--- src/sv/jrma_pkg.sv ---
`default_nettype none

package jrma_pkg;

    localparam int MAX_WINDOW_DEF  = 32;
    localparam int SAMPLE_BITS_DEF = 24;

    localparam int WIN_W     = 6;
    localparam int THR_W     = 24;
    localparam int CFG_IDX_W = 1;
    localparam int CFG_W     = 24;

    localparam logic [WIN_W-1:0] WINDOW_RESET    = WIN_W'(20);
    localparam logic [THR_W-1:0] THRESHOLD_RESET = THR_W'(150);

    typedef enum logic [CFG_IDX_W-1:0] {
        REG_WINDOW    = 1'b0,
        REG_THRESHOLD = 1'b1
    } cfg_reg_t;

endpackage

`default_nettype wire

--- src/sv/jump_reset_moving_average.sv ---
// Moving average over the last window_length samples with a restart on a large step. Each
// request carries one signed sample and returns one result: the average truncated toward
// zero, or the raw sample with the restarted flag set when the step from the previously
// stored sample exceeds jump_threshold or the running sum is zero. A normal sample goes
// through the bit-serial divider; a restart refills the sample memory one entry per cycle
// for the window length, clamped to 1 through MAX_WINDOW. The first sample after reset
// always restarts. Items are processed one at a time, and the next request is taken
// while the previous result waits for the sink.
`default_nettype none

module jump_reset_moving_average #(
    parameter int MAX_WINDOW  = jrma_pkg::MAX_WINDOW_DEF,
    parameter int SAMPLE_BITS = jrma_pkg::SAMPLE_BITS_DEF
) (
    input  wire logic                                  clk,
    input  wire logic                                  rst_n,
    input  wire logic                                  cfg_we,
    input  wire logic [jrma_pkg::CFG_IDX_W-1:0]        cfg_index,
    input  wire logic [jrma_pkg::CFG_W-1:0]            cfg_data,
    input  wire logic                                  s_tvalid,
    output logic                                       s_tready,
    // Fields from bit 0: sample.
    input  wire logic [((SAMPLE_BITS+7)/8)*8-1:0]      s_tdata,
    output logic                                       m_tvalid,
    input  wire logic                                  m_tready,
    // Fields from bit 0: filtered.
    output logic      [((SAMPLE_BITS+7)/8)*8-1:0]      m_tdata,
    // Fields from bit 0: restarted.
    output logic                                       m_tuser
);

    localparam int IDX_W  = $clog2(MAX_WINDOW);
    localparam int LEN_W  = $clog2(MAX_WINDOW + 1);
    localparam int SUM_W  = SAMPLE_BITS + IDX_W;
    localparam int DATA_W = ((SAMPLE_BITS + 7) / 8) * 8;
    localparam int CMP_W  = (SAMPLE_BITS + 1 > jrma_pkg::THR_W) ?
                            SAMPLE_BITS + 1 : jrma_pkg::THR_W;

    typedef enum logic [2:0] {
        S_IDLE,
        S_LOOK,
        S_FILL,
        S_OLD,
        S_DIV,
        S_OUT
    } state_t;

    state_t                      state_reg;
    logic [jrma_pkg::WIN_W-1:0]  window_reg;
    logic [jrma_pkg::THR_W-1:0]  threshold_reg;
    logic [SAMPLE_BITS-1:0]      sample_reg;
    logic [IDX_W-1:0]            write_index_reg;
    logic [IDX_W-1:0]            fill_idx_reg;
    logic [SUM_W-1:0]            sum_reg;
    logic [SAMPLE_BITS-1:0]      res_reg;
    logic                        res_restart_reg;
    logic                        out_valid_reg;
    logic [SAMPLE_BITS-1:0]      filtered_reg;
    logic                        restarted_reg;

    logic [LEN_W-1:0]            len;
    logic [LEN_W-1:0]            len_last;
    logic [IDX_W-1:0]            idx_next;
    logic [SAMPLE_BITS-1:0]      ring_rdata;
    logic                        ring_we;
    logic [IDX_W-1:0]            ring_waddr;
    logic [IDX_W-1:0]            ring_raddr;
    logic [SAMPLE_BITS:0]        diff;
    logic [SAMPLE_BITS:0]        diff_abs;
    logic                        restart;
    logic [SUM_W-1:0]            sample_ext;
    logic [SUM_W-1:0]            old_ext;
    logic [SUM_W-1:0]            sum_next;
    logic                        div_start;
    logic                        div_done;
    logic [SUM_W-1:0]            div_quot;
    logic                        out_free;

    always_comb
    begin
        if (window_reg == '0)
        begin
            len = LEN_W'(1);
        end
        else if (int'(window_reg) > MAX_WINDOW)
        begin
            len = LEN_W'(MAX_WINDOW);
        end
        else
        begin
            len = LEN_W'(window_reg);
        end
        len_last = len - 1'b1;
        idx_next = (LEN_W'(write_index_reg) >= len_last) ? '0 : write_index_reg + 1'b1;

        diff     = {sample_reg[SAMPLE_BITS-1], sample_reg}
                 - {ring_rdata[SAMPLE_BITS-1], ring_rdata};
        diff_abs = diff[SAMPLE_BITS] ? (~diff + 1'b1) : diff;
        restart  = (CMP_W'(diff_abs) > CMP_W'(threshold_reg)) || (sum_reg == '0);

        sample_ext = {{IDX_W{sample_reg[SAMPLE_BITS-1]}}, sample_reg};
        old_ext    = {{IDX_W{ring_rdata[SAMPLE_BITS-1]}}, ring_rdata};
        sum_next   = sum_reg - old_ext + sample_ext;

        ring_we    = (state_reg == S_FILL) || (state_reg == S_OLD);
        ring_waddr = (state_reg == S_FILL) ? fill_idx_reg : write_index_reg;
        ring_raddr = (state_reg == S_LOOK) ? idx_next : write_index_reg;
        div_start  = (state_reg == S_OLD);
        out_free   = !out_valid_reg || m_tready;
    end

    jrma_ring #(
        .DEPTH (MAX_WINDOW),
        .WIDTH (SAMPLE_BITS)
    ) u_ring (
        .clk   (clk),
        .we    (ring_we),
        .waddr (ring_waddr),
        .wdata (sample_reg),
        .raddr (ring_raddr),
        .rdata (ring_rdata)
    );

    jrma_div #(
        .NUM_W (SUM_W),
        .DEN_W (LEN_W)
    ) u_div (
        .clk      (clk),
        .rst_n    (rst_n),
        .start    (div_start),
        .dividend (sum_next),
        .divisor  (len),
        .done     (div_done),
        .quotient (div_quot)
    );

    always_ff @(posedge clk or negedge rst_n)
    begin
        if (!rst_n)
        begin
            window_reg <= jrma_pkg::WINDOW_RESET;
            threshold_reg <= jrma_pkg::THRESHOLD_RESET;
        end
        else if (cfg_we)
        begin
            unique case (jrma_pkg::cfg_reg_t'(cfg_index))
                jrma_pkg::REG_WINDOW:    window_reg    <= cfg_data[jrma_pkg::WIN_W-1:0];
                jrma_pkg::REG_THRESHOLD: threshold_reg <= cfg_data[jrma_pkg::THR_W-1:0];
                default:                 window_reg    <= window_reg;
            endcase
        end
    end

    always_ff @(posedge clk or negedge rst_n)
    begin
        if (!rst_n)
        begin
            state_reg       <= S_IDLE;
            write_index_reg <= '0;
            fill_idx_reg    <= '0;
            sum_reg         <= '0;
            out_valid_reg   <= 1'b0;
        end
        else
        begin
            if (out_valid_reg && m_tready && (state_reg != S_OUT))
            begin
                out_valid_reg <= 1'b0;
            end
            unique case (state_reg)
                S_IDLE:
                begin
                    if (s_tvalid)
                    begin
                        sample_reg <= s_tdata[SAMPLE_BITS-1:0];
                        state_reg  <= S_LOOK;
                    end
                end
                S_LOOK:
                begin
                    if (restart)
                    begin
                        write_index_reg <= '0;
                        fill_idx_reg    <= '0;
                        sum_reg         <= '0;
                        state_reg       <= S_FILL;
                    end
                    else
                    begin
                        write_index_reg <= idx_next;
                        state_reg       <= S_OLD;
                    end
                end
                S_FILL:
                begin
                    sum_reg      <= sum_reg + sample_ext;
                    fill_idx_reg <= fill_idx_reg + 1'b1;
                    if (LEN_W'(fill_idx_reg) == len_last)
                    begin
                        res_reg         <= sample_reg;
                        res_restart_reg <= 1'b1;
                        state_reg       <= S_OUT;
                    end
                end
                S_OLD:
                begin
                    sum_reg   <= sum_next;
                    state_reg <= S_DIV;
                end
                S_DIV:
                begin
                    if (div_done)
                    begin
                        res_reg         <= div_quot[SAMPLE_BITS-1:0];
                        res_restart_reg <= 1'b0;
                        state_reg       <= S_OUT;
                    end
                end
                S_OUT:
                begin
                    if (out_free)
                    begin
                        out_valid_reg <= 1'b1;
                        filtered_reg  <= res_reg;
                        restarted_reg <= res_restart_reg;
                        state_reg     <= S_IDLE;
                    end
                end
                default:
                begin
                    state_reg <= S_IDLE;
                end
            endcase
        end
    end

    assign s_tready = (state_reg == S_IDLE);
    assign m_tvalid = out_valid_reg;
    assign m_tdata  = DATA_W'(filtered_reg);
    assign m_tuser  = restarted_reg;

endmodule

`default_nettype wire

--- src/sv/jrma_ring.sv ---
`default_nettype none

module jrma_ring #(
    parameter int DEPTH = jrma_pkg::MAX_WINDOW_DEF,
    parameter int WIDTH = jrma_pkg::SAMPLE_BITS_DEF
) (
    input  wire logic                     clk,
    input  wire logic                     we,
    input  wire logic [$clog2(DEPTH)-1:0] waddr,
    input  wire logic [WIDTH-1:0]         wdata,
    input  wire logic [$clog2(DEPTH)-1:0] raddr,
    output logic      [WIDTH-1:0]         rdata
);

    logic [WIDTH-1:0] mem [DEPTH];

    always_ff @(posedge clk)
    begin
        if (we)
        begin
            mem[waddr] <= wdata;
        end
        rdata <= mem[raddr];
    end

endmodule

`default_nettype wire

--- src/sv/jrma_div.sv ---
`default_nettype none

module jrma_div #(
    parameter int NUM_W = 29,
    parameter int DEN_W = 6
) (
    input  wire logic             clk,
    input  wire logic             rst_n,
    input  wire logic             start,
    input  wire logic [NUM_W-1:0] dividend,
    input  wire logic [DEN_W-1:0] divisor,
    output logic                  done,
    output logic      [NUM_W-1:0] quotient
);

    localparam int CNT_W = $clog2(NUM_W + 1);

    logic [NUM_W-1:0] dq_reg;
    logic [DEN_W-1:0] rem_reg;
    logic [DEN_W-1:0] den_reg;
    logic [CNT_W-1:0] cnt_reg;
    logic             neg_reg;
    logic             busy_reg;
    logic             done_reg;

    logic [DEN_W:0]   trial;
    logic             fits;
    logic [DEN_W-1:0] rem_next;

    // One quotient bit per cycle on the dividend's magnitude.
    always_comb
    begin
        trial    = {rem_reg, dq_reg[NUM_W-1]};
        fits     = trial >= {1'b0, den_reg};
        rem_next = fits ? DEN_W'(trial - {1'b0, den_reg}) : trial[DEN_W-1:0];
    end

    always_ff @(posedge clk or negedge rst_n)
    begin
        if (!rst_n)
        begin
            busy_reg <= 1'b0;
            done_reg <= 1'b0;
            cnt_reg  <= '0;
        end
        else
        begin
            done_reg <= !start && busy_reg && (cnt_reg == CNT_W'(1));
            if (start)
            begin
                neg_reg  <= dividend[NUM_W-1];
                dq_reg   <= dividend[NUM_W-1] ? (~dividend + 1'b1) : dividend;
                rem_reg  <= '0;
                den_reg  <= divisor;
                cnt_reg  <= CNT_W'(NUM_W);
                busy_reg <= 1'b1;
            end
            else if (busy_reg)
            begin
                rem_reg <= rem_next;
                dq_reg  <= {dq_reg[NUM_W-2:0], fits};
                cnt_reg <= cnt_reg - 1'b1;
                if (cnt_reg == CNT_W'(1))
                begin
                    busy_reg <= 1'b0;
                end
            end
        end
    end

    assign done     = done_reg;
    assign quotient = neg_reg ? (~dq_reg + 1'b1) : dq_reg;

endmodule

`default_nettype wire
--- config.mk ---
export PLATFORM = sky130hd
export DESIGN_NAME = jump_reset_moving_average
export DESIGN_NICKNAME = d
export VERILOG_FILES = /design/src/sv/jrma_pkg.sv /design/src/sv/jump_reset_moving_average.sv /design/src/sv/jrma_ring.sv /design/src/sv/jrma_div.sv
export SDC_FILE = /design/constraint.sdc
export NUM_CORES = 2
export LEC_CHECK = 0
export BUFFER_PORTS_ARGS = -buffer_cell sky130_fd_sc_hd__buf_2
export CAP_MARGIN = 20
export CORE_MARGIN = 8
export CORE_UTILIZATION = 40
export CTS_BUF_LIST = sky130_fd_sc_hd__clkbuf_4 sky130_fd_sc_hd__clkbuf_8
export CTS_CLUSTER_SIZE = 12
export DETAILED_ROUTE_END_ITERATION = 7
export GPL_ROUTABILITY_DRIVEN = 0
export PLACE_DENSITY = 0.65
export SKIP_LAST_GASP = 1
export SYNTH_ARGS = -nofsm -noshare
export SYNTH_HDL_FRONTEND = slang
export SYNTH_HIERARCHICAL = 1
export SYNTH_SLANG_ARGS = --single-unit
--- constraint.sdc ---
create_clock -name clk -period 10.75 [get_ports clk]
set_input_delay 2.15 -clock clk [delete_from_list [all_inputs] [get_ports clk]]
set_output_delay 2.15 -clock clk [all_outputs]
set_load 0.1 [all_outputs]
After elaboration in Yosys (flattened, before gate mapping)
Memories as Yosys holds them, arrays and structs flattened. A register that Yosys moved wholly into a read port is not among the register bits. Cells that the tools add are included.

Memories kept: 1. Output and inout port bits: 27. Bits of input ports: 54. Register bits after elaboration: 196. Bits in writable memories: 768. Word-level logic and storage cells: 118.

Multiplexer cells: 39. Add/subtract/negate cells: 12. Equal/unequal tests: 13. Reductions and logical operators: 26. Bitwise operators: 4. Order comparisons: 4.

Memories: u_ring.mem (words 32, width 24, rd ports 1, clocked after Yosys merged registers in 1, wr ports 1, line jrma_ring.sv:15) `logic [WIDTH-1:0] mem [DEPTH];`.

Operator list (count): $mux W29 (4); $pmux W29 S3 (1); $mux W24 (3); $add A29 B29 Y29 (2); $pmux W24 S2 (1); $mux W5 (7); $add A29 B1 Y29 const B (1); $logic_not A29 Y1 (1); $not A29 Y29 (1); $sub A29 B29 Y29 (1); $add A25 B1 Y25 const B (1); $gt A25 B24 Y1 (1); $mux W25 (1); $not A25 Y25 (1); $sub A24 B24 Y25 (1); $add A24 B1 Y24 const B (1); $mux W6 (4); $not A24 Y24 (1); $pmux W3 S6 (1); $mux W3 (4); $reduce_and A2 Y1 (6); $mux W1 (11); $add A5 B1 Y5 const B (2); $pmux W5 S2 (1); other kinds (25) (40).

Longest topological paths before layout
Depth in word-level cells: 8. Depth in mapped cells: 25. Gate-level depth less buffers: 24.

Cells and area by module
The synthesis kept the hierarchy.

By module, submodules not included: jrma_ring (seq. area each 23542.6 um^2, area each 30483.0 um^2, times used 1, cells each 1711); jump_reset_moving_average (seq. area each 4056.4 um^2, area each 12369.4 um^2, times used 1, cells each 1362); jrma_div (seq. area each 1436.4 um^2, area each 3639.7 um^2, times used 1, cells each 372).

Worst setup path before layout
OpenSTA, ideal clock, no wires.

Path type: register to register. Start: reg sample_reg[1]. End: reg sum_reg[10]. Required time: 10.656 ns. Setup time: 0.094 ns. Period minus slack after synthesis: 5.529 ns. Buffers on the path: 1. Stages on the path, launching flop included: 24. Path slack: 5.221 ns. Arrival: 5.435 ns. Cells stage by stage: edfxtp_1 inv_1 fa_1 nor2b_1 o211a_1 o31ai_1 a22oi_1 nand4b_1 or4b_4 or2_2 o21ai_0 xnor2_1 ha_1 a21o_1 a21o_1 a21o_1 a21oi_1 nor2b_1 o31ai_1 a21oi_1 a31oi_4 nor2_4 buf_2 a211oi_1.

Word-level cells in the longest chain between the ends: 8. Elaborated cells between the ends (all ways): 11. Classes of those cells: add/sub (4); order compare (1); eq/ne (1); mux (2); bitwise (1); reduce/logical (2).

Ends and longest elaborated chain: start, declared (line jump_reset_moving_average.sv:51) `logic [SAMPLE_BITS-1:0] sample_reg;`; start signal, assigned (line jump_reset_moving_average.sv:175) `sample_reg <= s_tdata[SAMPLE_BITS-1:0];`; $sub A24 B24 Y25 (line jump_reset_moving_average.sv:97) `- {ring_rdata[SAMPLE_BITS-1], ring_rdata};`; $not A25 Y25 (line jump_reset_moving_average.sv:98) `diff_abs = diff[SAMPLE_BITS] ? (~diff + 1'b1) : diff;`; $add A25 B1 Y25 (line jump_reset_moving_average.sv:98); $mux W25 (line jump_reset_moving_average.sv:98); $gt A25 B24 Y1 (line jump_reset_moving_average.sv:99) `restart = (CMP_W'(diff_abs) > CMP_W'(threshold_reg)) || (sum_reg == '0);`; $logic_or A1 B1 Y1 (line jump_reset_moving_average.sv:99); $ne A2 B2 Y1 (no line); $reduce_and A2 Y1 (no line); end signal, assigned (line jump_reset_moving_average.sv:196) `sum_reg <= sum_reg + sample_ext;`; end signal, assigned (line jump_reset_moving_average.sv:207) `sum_reg <= sum_next;`; end, declared (line jump_reset_moving_average.sv:54) `logic [SUM_W-1:0] sum_reg;`.

Several ways; a longest one is shown, not always the timed one. A chain may end at the register's enable or synchronous reset.

Worst setup path in the final report
Start: reg window_reg[1] (netlist name). End: reg u_ring.rdata[6], read port of u_ring.mem.

Word-level cells in the longest chain between the ends: 7. Elaborated cells between the ends (all ways): 8. Classes of those cells: add/sub (1); order compare (2); mux (4); reduce/logical (1).

Ends and longest elaborated chain: start, declared (line jump_reset_moving_average.sv:49) `logic [jrma_pkg::WIN_W-1:0] window_reg;`; start signal, assigned (line jump_reset_moving_average.sv:141) `window_reg <= jrma_pkg::WINDOW_RESET;`; start signal, assigned (line jump_reset_moving_average.sv:147) `jrma_pkg::REG_WINDOW: window_reg <= cfg_data[jrma_pkg::WIN_W-1:0];`; start signal, assigned (line jump_reset_moving_average.sv:149) `default: window_reg <= window_reg;`; $gt A6 B6 Y1 (line jump_reset_moving_average.sv:85) `else if (int'(window_reg) > MAX_WINDOW)`; $mux W6 (line jump_reset_moving_average.sv:85); $mux W6 (*) (line jump_reset_moving_average.sv:81) `if (window_reg == '0)`; via len[0] (line jump_reset_moving_average.sv:61) `logic [LEN_W-1:0] len;`; $sub A6 B1 Y6 (*) (line jump_reset_moving_average.sv:93) `len_last = len - 1'b1;`; $ge A5 B6 Y1 (*) (line jump_reset_moving_average.sv:94) `idx_next = (LEN_W'(write_index_reg) >= len_last) ? '0 : write_index_reg + 1'b1;`; $mux W5 (*) (line jump_reset_moving_average.sv:94); $mux W5 (*) (line jump_reset_moving_average.sv:107) `ring_raddr = (state_reg == S_LOOK) ? idx_next : write_index_reg;`; via ring_raddr[1] (line jump_reset_moving_average.sv:67) `logic [IDX_W-1:0] ring_raddr;`; end, declared (line jrma_ring.sv:12) `output logic [WIDTH-1:0] rdata`.

The timed path passes the listed nets; every way through them passes the cells marked *.

==> metrics.txt <==
# TYPE chip_impl_metric gauge
chip_impl_metric{name="vias_per_cell",unit=""} 5.560
chip_impl_metric{name="setup_violations",unit=""} 0
chip_impl_metric{name="placement_rows",unit=""} 125
chip_impl_metric{name="multiInputGateArea",unit="µm²"} 16050
chip_impl_metric{name="layout-drive-gt1-share",unit="%"} 14.78
chip_impl_metric{name="synthesis.instances",unit=""} 3433
chip_impl_metric{name="layout_min_cycle_time",unit="ns"} 6.593
chip_impl_metric{name="cp.arrival",unit="ns"} 7.20
chip_impl_metric{name="start_util",unit="%"} 40.14
chip_impl_metric{name="pwr_density_cell",unit="nW/µm²"} 329.8
chip_impl_metric{name="cts-htree-levels",unit=""} 4
chip_impl_metric{name="track_usage",unit="%"} 18.76
chip_impl_metric{name="number_of_top_level_pins",unit=""} 81
chip_impl_info{name="critPathLaunchType",value="flop"} 1
chip_impl_metric{name="postSynthNetCount",unit=""} 3643
chip_impl_metric{name="synthesis.yosys.warnings",unit=""} 6
chip_impl_metric{name="postRouteAntennaNets",unit=""} 0
chip_impl_metric{name="sinks_on_the_clock_net",unit=""} 988
chip_impl_metric{name="report.final.hold_viol_count",unit=""} 0
chip_impl_metric{name="largest_register_ff_count",unit=""} 768
chip_impl_metric{name="total_standard_cell_area_after_synthesis",unit="µm²"} 46390
chip_impl_metric{name="area.growth.synth_to_final",unit="%"} 12.32
chip_impl_metric{name="place_worst_setup_slack",unit="ns"} 4.206
chip_impl_metric{name="worstSkewPairLatency",unit="ns"} 0.86
chip_impl_info{name="tritoncts_clock_tree",value="built"} 1
chip_impl_metric{name="coreArea",unit="µm²"} 115600
chip_impl_metric{name="grt_remaining_overflow",unit=""} 0
chip_impl_metric{name="ff2ff_setup_slack",unit="ns"} 4.16
chip_impl_metric{name="place.port_buffers",unit=""} 80
chip_impl_metric{name="die_footprint",unit="µm²"} 127100
chip_impl_metric{name="required",unit="ns"} 11.36
chip_impl_metric{name="syn-mean-instance-area",unit="µm²"} 13.51
chip_impl_metric{name="total_leakage_power",unit="nW"} 19.11
chip_impl_info{name="status",value="completed"} 1
chip_impl_metric{name="cts-root-to-sink-buffers",unit=""} 3
chip_impl_metric{name="remaining_drc_errors",unit=""} 0
chip_impl_metric{name="tritoncts_buffers",unit=""} 158
chip_impl_metric{name="cts_hold_repair.buffers",unit=""} 0
chip_impl_metric{name="final-seq-area",unit="µm²"} 29040
chip_impl_metric{name="dr_total_vias",unit=""} 29220
chip_impl_metric{name="drt-wirelength-per-cell",unit="µm"} 23.15
chip_impl_metric{name="timing.critical_path.fanout_max",unit=""} 45
chip_impl_metric{name="drt-total-wl",unit="mm"} 121.7
chip_impl_metric{name="vdd_drop_max",unit="mV"} 0.3340
chip_impl_metric{name="postCtsResizedCells",unit=""} 0
chip_impl_metric{name="max_freq",unit="MHz"} 151.7
chip_impl_metric{name="grt_start_max_net_pins",unit=""} 122
chip_impl_info{name="crit_path_top_delay_cell",value="sky130_fd_sc_hd__nor2b_4"} 1
chip_impl_metric{name="drtPass1Iterations",unit=""} 5
chip_impl_metric{name="worst_setup_slack_final",unit="ns"} 4.157
chip_impl_metric{name="timing.slew.headroom",unit="%"} 24.20
chip_impl_metric{name="delay_contributed_by_the_slowest_stage_of_the_critical_path",unit="ns"} 0.90
chip_impl_metric{name="finalClockSkew",unit="ns"} 0.04539
chip_impl_metric{name="drt_first_iter_violations",unit=""} 2558
chip_impl_metric{name="period_share",unit="%"} 61.33
chip_impl_metric{name="dp.final_hpwl",unit="mm"} 76.07
chip_impl_metric{name="tightest_slew",unit="ns"} 1.137
chip_impl_metric{name="p_total",unit="W"} 0.01718
chip_impl_metric{name="clkTransAtPathRegs",unit="ns"} 0.06
chip_impl_info{name="hold_path_class",value="reg2reg"} 1
chip_impl_info{name="cts.root.buffer_cell",value="sky130_fd_sc_hd__clkbuf_8"} 1
chip_impl_metric{name="timing.final.max_slew_violations",unit=""} 0
chip_impl_info{name="crit_type",value="reg2reg"} 1
chip_impl_metric{name="finalNetCount",unit=""} 3808
chip_impl_metric{name="fp.dieW",unit="µm"} 356.5
chip_impl_metric{name="postCtsSetupRepairBufs",unit=""} 0
chip_impl_metric{name="die_height",unit="µm"} 356.5
chip_impl_info{name="timing.critical_path.to_type",value="flop"} 1
chip_impl_metric{name="antenna_found_initial",unit=""} 4
chip_impl_info{name="crit_chain",value="nor4_1 -> nor2_1 -> nor2_1 -> inv_1 -> ha_1 -> xnor2_1 -> ha_1 -> a21oi_1 -> nor2b_1 -> o21ai_0 -> nand2b_1 -> o21ai_0 -> nor2b_4 -> buf_4 -> buf_4 -> a22o_1 -> nor3_1 -> a31oi_1 -> nand3_1"} 1
chip_impl_metric{name="worstPathBufferInverterCount",unit=""} 3
chip_impl_metric{name="setup_tns",unit="ns"} 0
chip_impl_metric{name="timing.max_cap.violations",unit=""} 0
chip_impl_info{name="crit_path_max_delay_family",value="simple AND/OR/NAND/NOR gates"} 1
chip_impl_info{name="grt_setup_unrepaired",value="no"} 1
chip_impl_metric{name="grt_pass1_vias",unit=""} 28280
chip_impl_metric{name="global_route_wire_length_before_repair",unit="mm"} 180.2
chip_impl_metric{name="fillerInstances",unit=""} 10320
## worst reg2reg max path, cell delays in order, from the launching register on
cell	delay, ns
sky130_fd_sc_hd__dfrtp_1	0.40
sky130_fd_sc_hd__nor4_1	0.29
sky130_fd_sc_hd__nor2_1	0.07
sky130_fd_sc_hd__nor2_1	0.28
sky130_fd_sc_hd__inv_1	0.13
sky130_fd_sc_hd__ha_1	0.24
sky130_fd_sc_hd__xnor2_1	0.32
sky130_fd_sc_hd__ha_1	0.30
sky130_fd_sc_hd__a21oi_1	0.14
sky130_fd_sc_hd__nor2b_1	0.06
sky130_fd_sc_hd__o21ai_0	0.16
sky130_fd_sc_hd__nand2b_1	0.16
sky130_fd_sc_hd__o21ai_0	0.78
sky130_fd_sc_hd__nor2b_4	0.90
sky130_fd_sc_hd__buf_4	0.59
sky130_fd_sc_hd__buf_4	0.67
sky130_fd_sc_hd__a22o_1	0.23
sky130_fd_sc_hd__nor3_1	0.05
sky130_fd_sc_hd__a31oi_1	0.30
sky130_fd_sc_hd__nand3_1	0.30
## layout by cell type (no fill, tap or decap), types with 51 or more instances in the layout
cell,n
sky130_fd_sc_hd__nor2_1,145
sky130_fd_sc_hd__inv_1,190
sky130_fd_sc_hd__edfxtp_1,884
sky130_fd_sc_hd__dfrtp_1,74
sky130_fd_sc_hd__clkbuf_4,60
sky130_fd_sc_hd__mux2i_1,395
sky130_fd_sc_hd__nor3_1,59
sky130_fd_sc_hd__a21oi_1,167
sky130_fd_sc_hd__nand2_1,197
sky130_fd_sc_hd__buf_4,67
sky130_fd_sc_hd__a21o_1,51
sky130_fd_sc_hd__xor2_1,59
sky130_fd_sc_hd__nand3_1,101
sky130_fd_sc_hd__buf_2,79
sky130_fd_sc_hd__xnor2_1,86
sky130_fd_sc_hd__a211oi_1,56
sky130_fd_sc_hd__clkbuf_8,171
sky130_fd_sc_hd__ha_1,125
sky130_fd_sc_hd__o21ai_0,102
sky130_fd_sc_hd__a22oi_1,73
## metrics by stage
step / cells / util, % / hold slack, ns / instance area (µm²)
6_report: 5256 / 45.08 / 0.4018 / 52100
3_5_place_dp: 4959 / 42.19 / 0.4045 / 48760
4_1_cts: 5248 / 45.01 / 0.3980 / 52020
3_3_place_gp: 4953 / 42.07 / 0.4012 / 48630
2_1_floorplan: 3433 / - / 0.4003 / 46390
5_1_grt: 5252 / 45.07 / 0.4010 / 52090
## metal layers
metal | vias to the layer above | part of all wire, % | global-route usage (%)
met1 | 14680 | 44 | 26.10
li1 | 13300 | - | -
met3 | 199 | 7.5 | 3.762
met2 | 1041 | 46 | 29.81
met4 | 2 | 2.4 | 5.377
met5 | - | 0.011 | 0
## area by class of cell
cell class              count  share of cell area, %
flip-flops and latches    988                  55.73
clock inverters            58                 0.8813
repair buffers            156                  2.147
inverters                 192                  1.383
multi-input cells        2102                  30.80
diodes                      5                0.02401
well taps                1524                  3.660
clock buffers             231                  5.381
## where the power goes
| group | internal (W) | switching (W) |
|---|---|---|
| Clock | 0.00177 | 0.00153 |
| Sequential | 0.00465 | 0.000373 |
| Combinational | 0.00343 | 0.00543 |
## path summary, 6_finish.rpt
kind                                from          endpoint  cells past startpoint
max in group asynchronous          rst_n  threshold_reg[0]                      2
setup / recovery           window_reg[1]   u_ring/rdata[6]                     19
min in group asynchronous          rst_n       sum_reg[27]                      1
setup reg to reg           window_reg[1]   u_ring/rdata[6]                     19
hold reg to reg               res_reg[1]        m_tdata[1]                      0
hold / removal                res_reg[1]        m_tdata[1]                      0
Note: power is estimated with default switching activity, not from simulation.
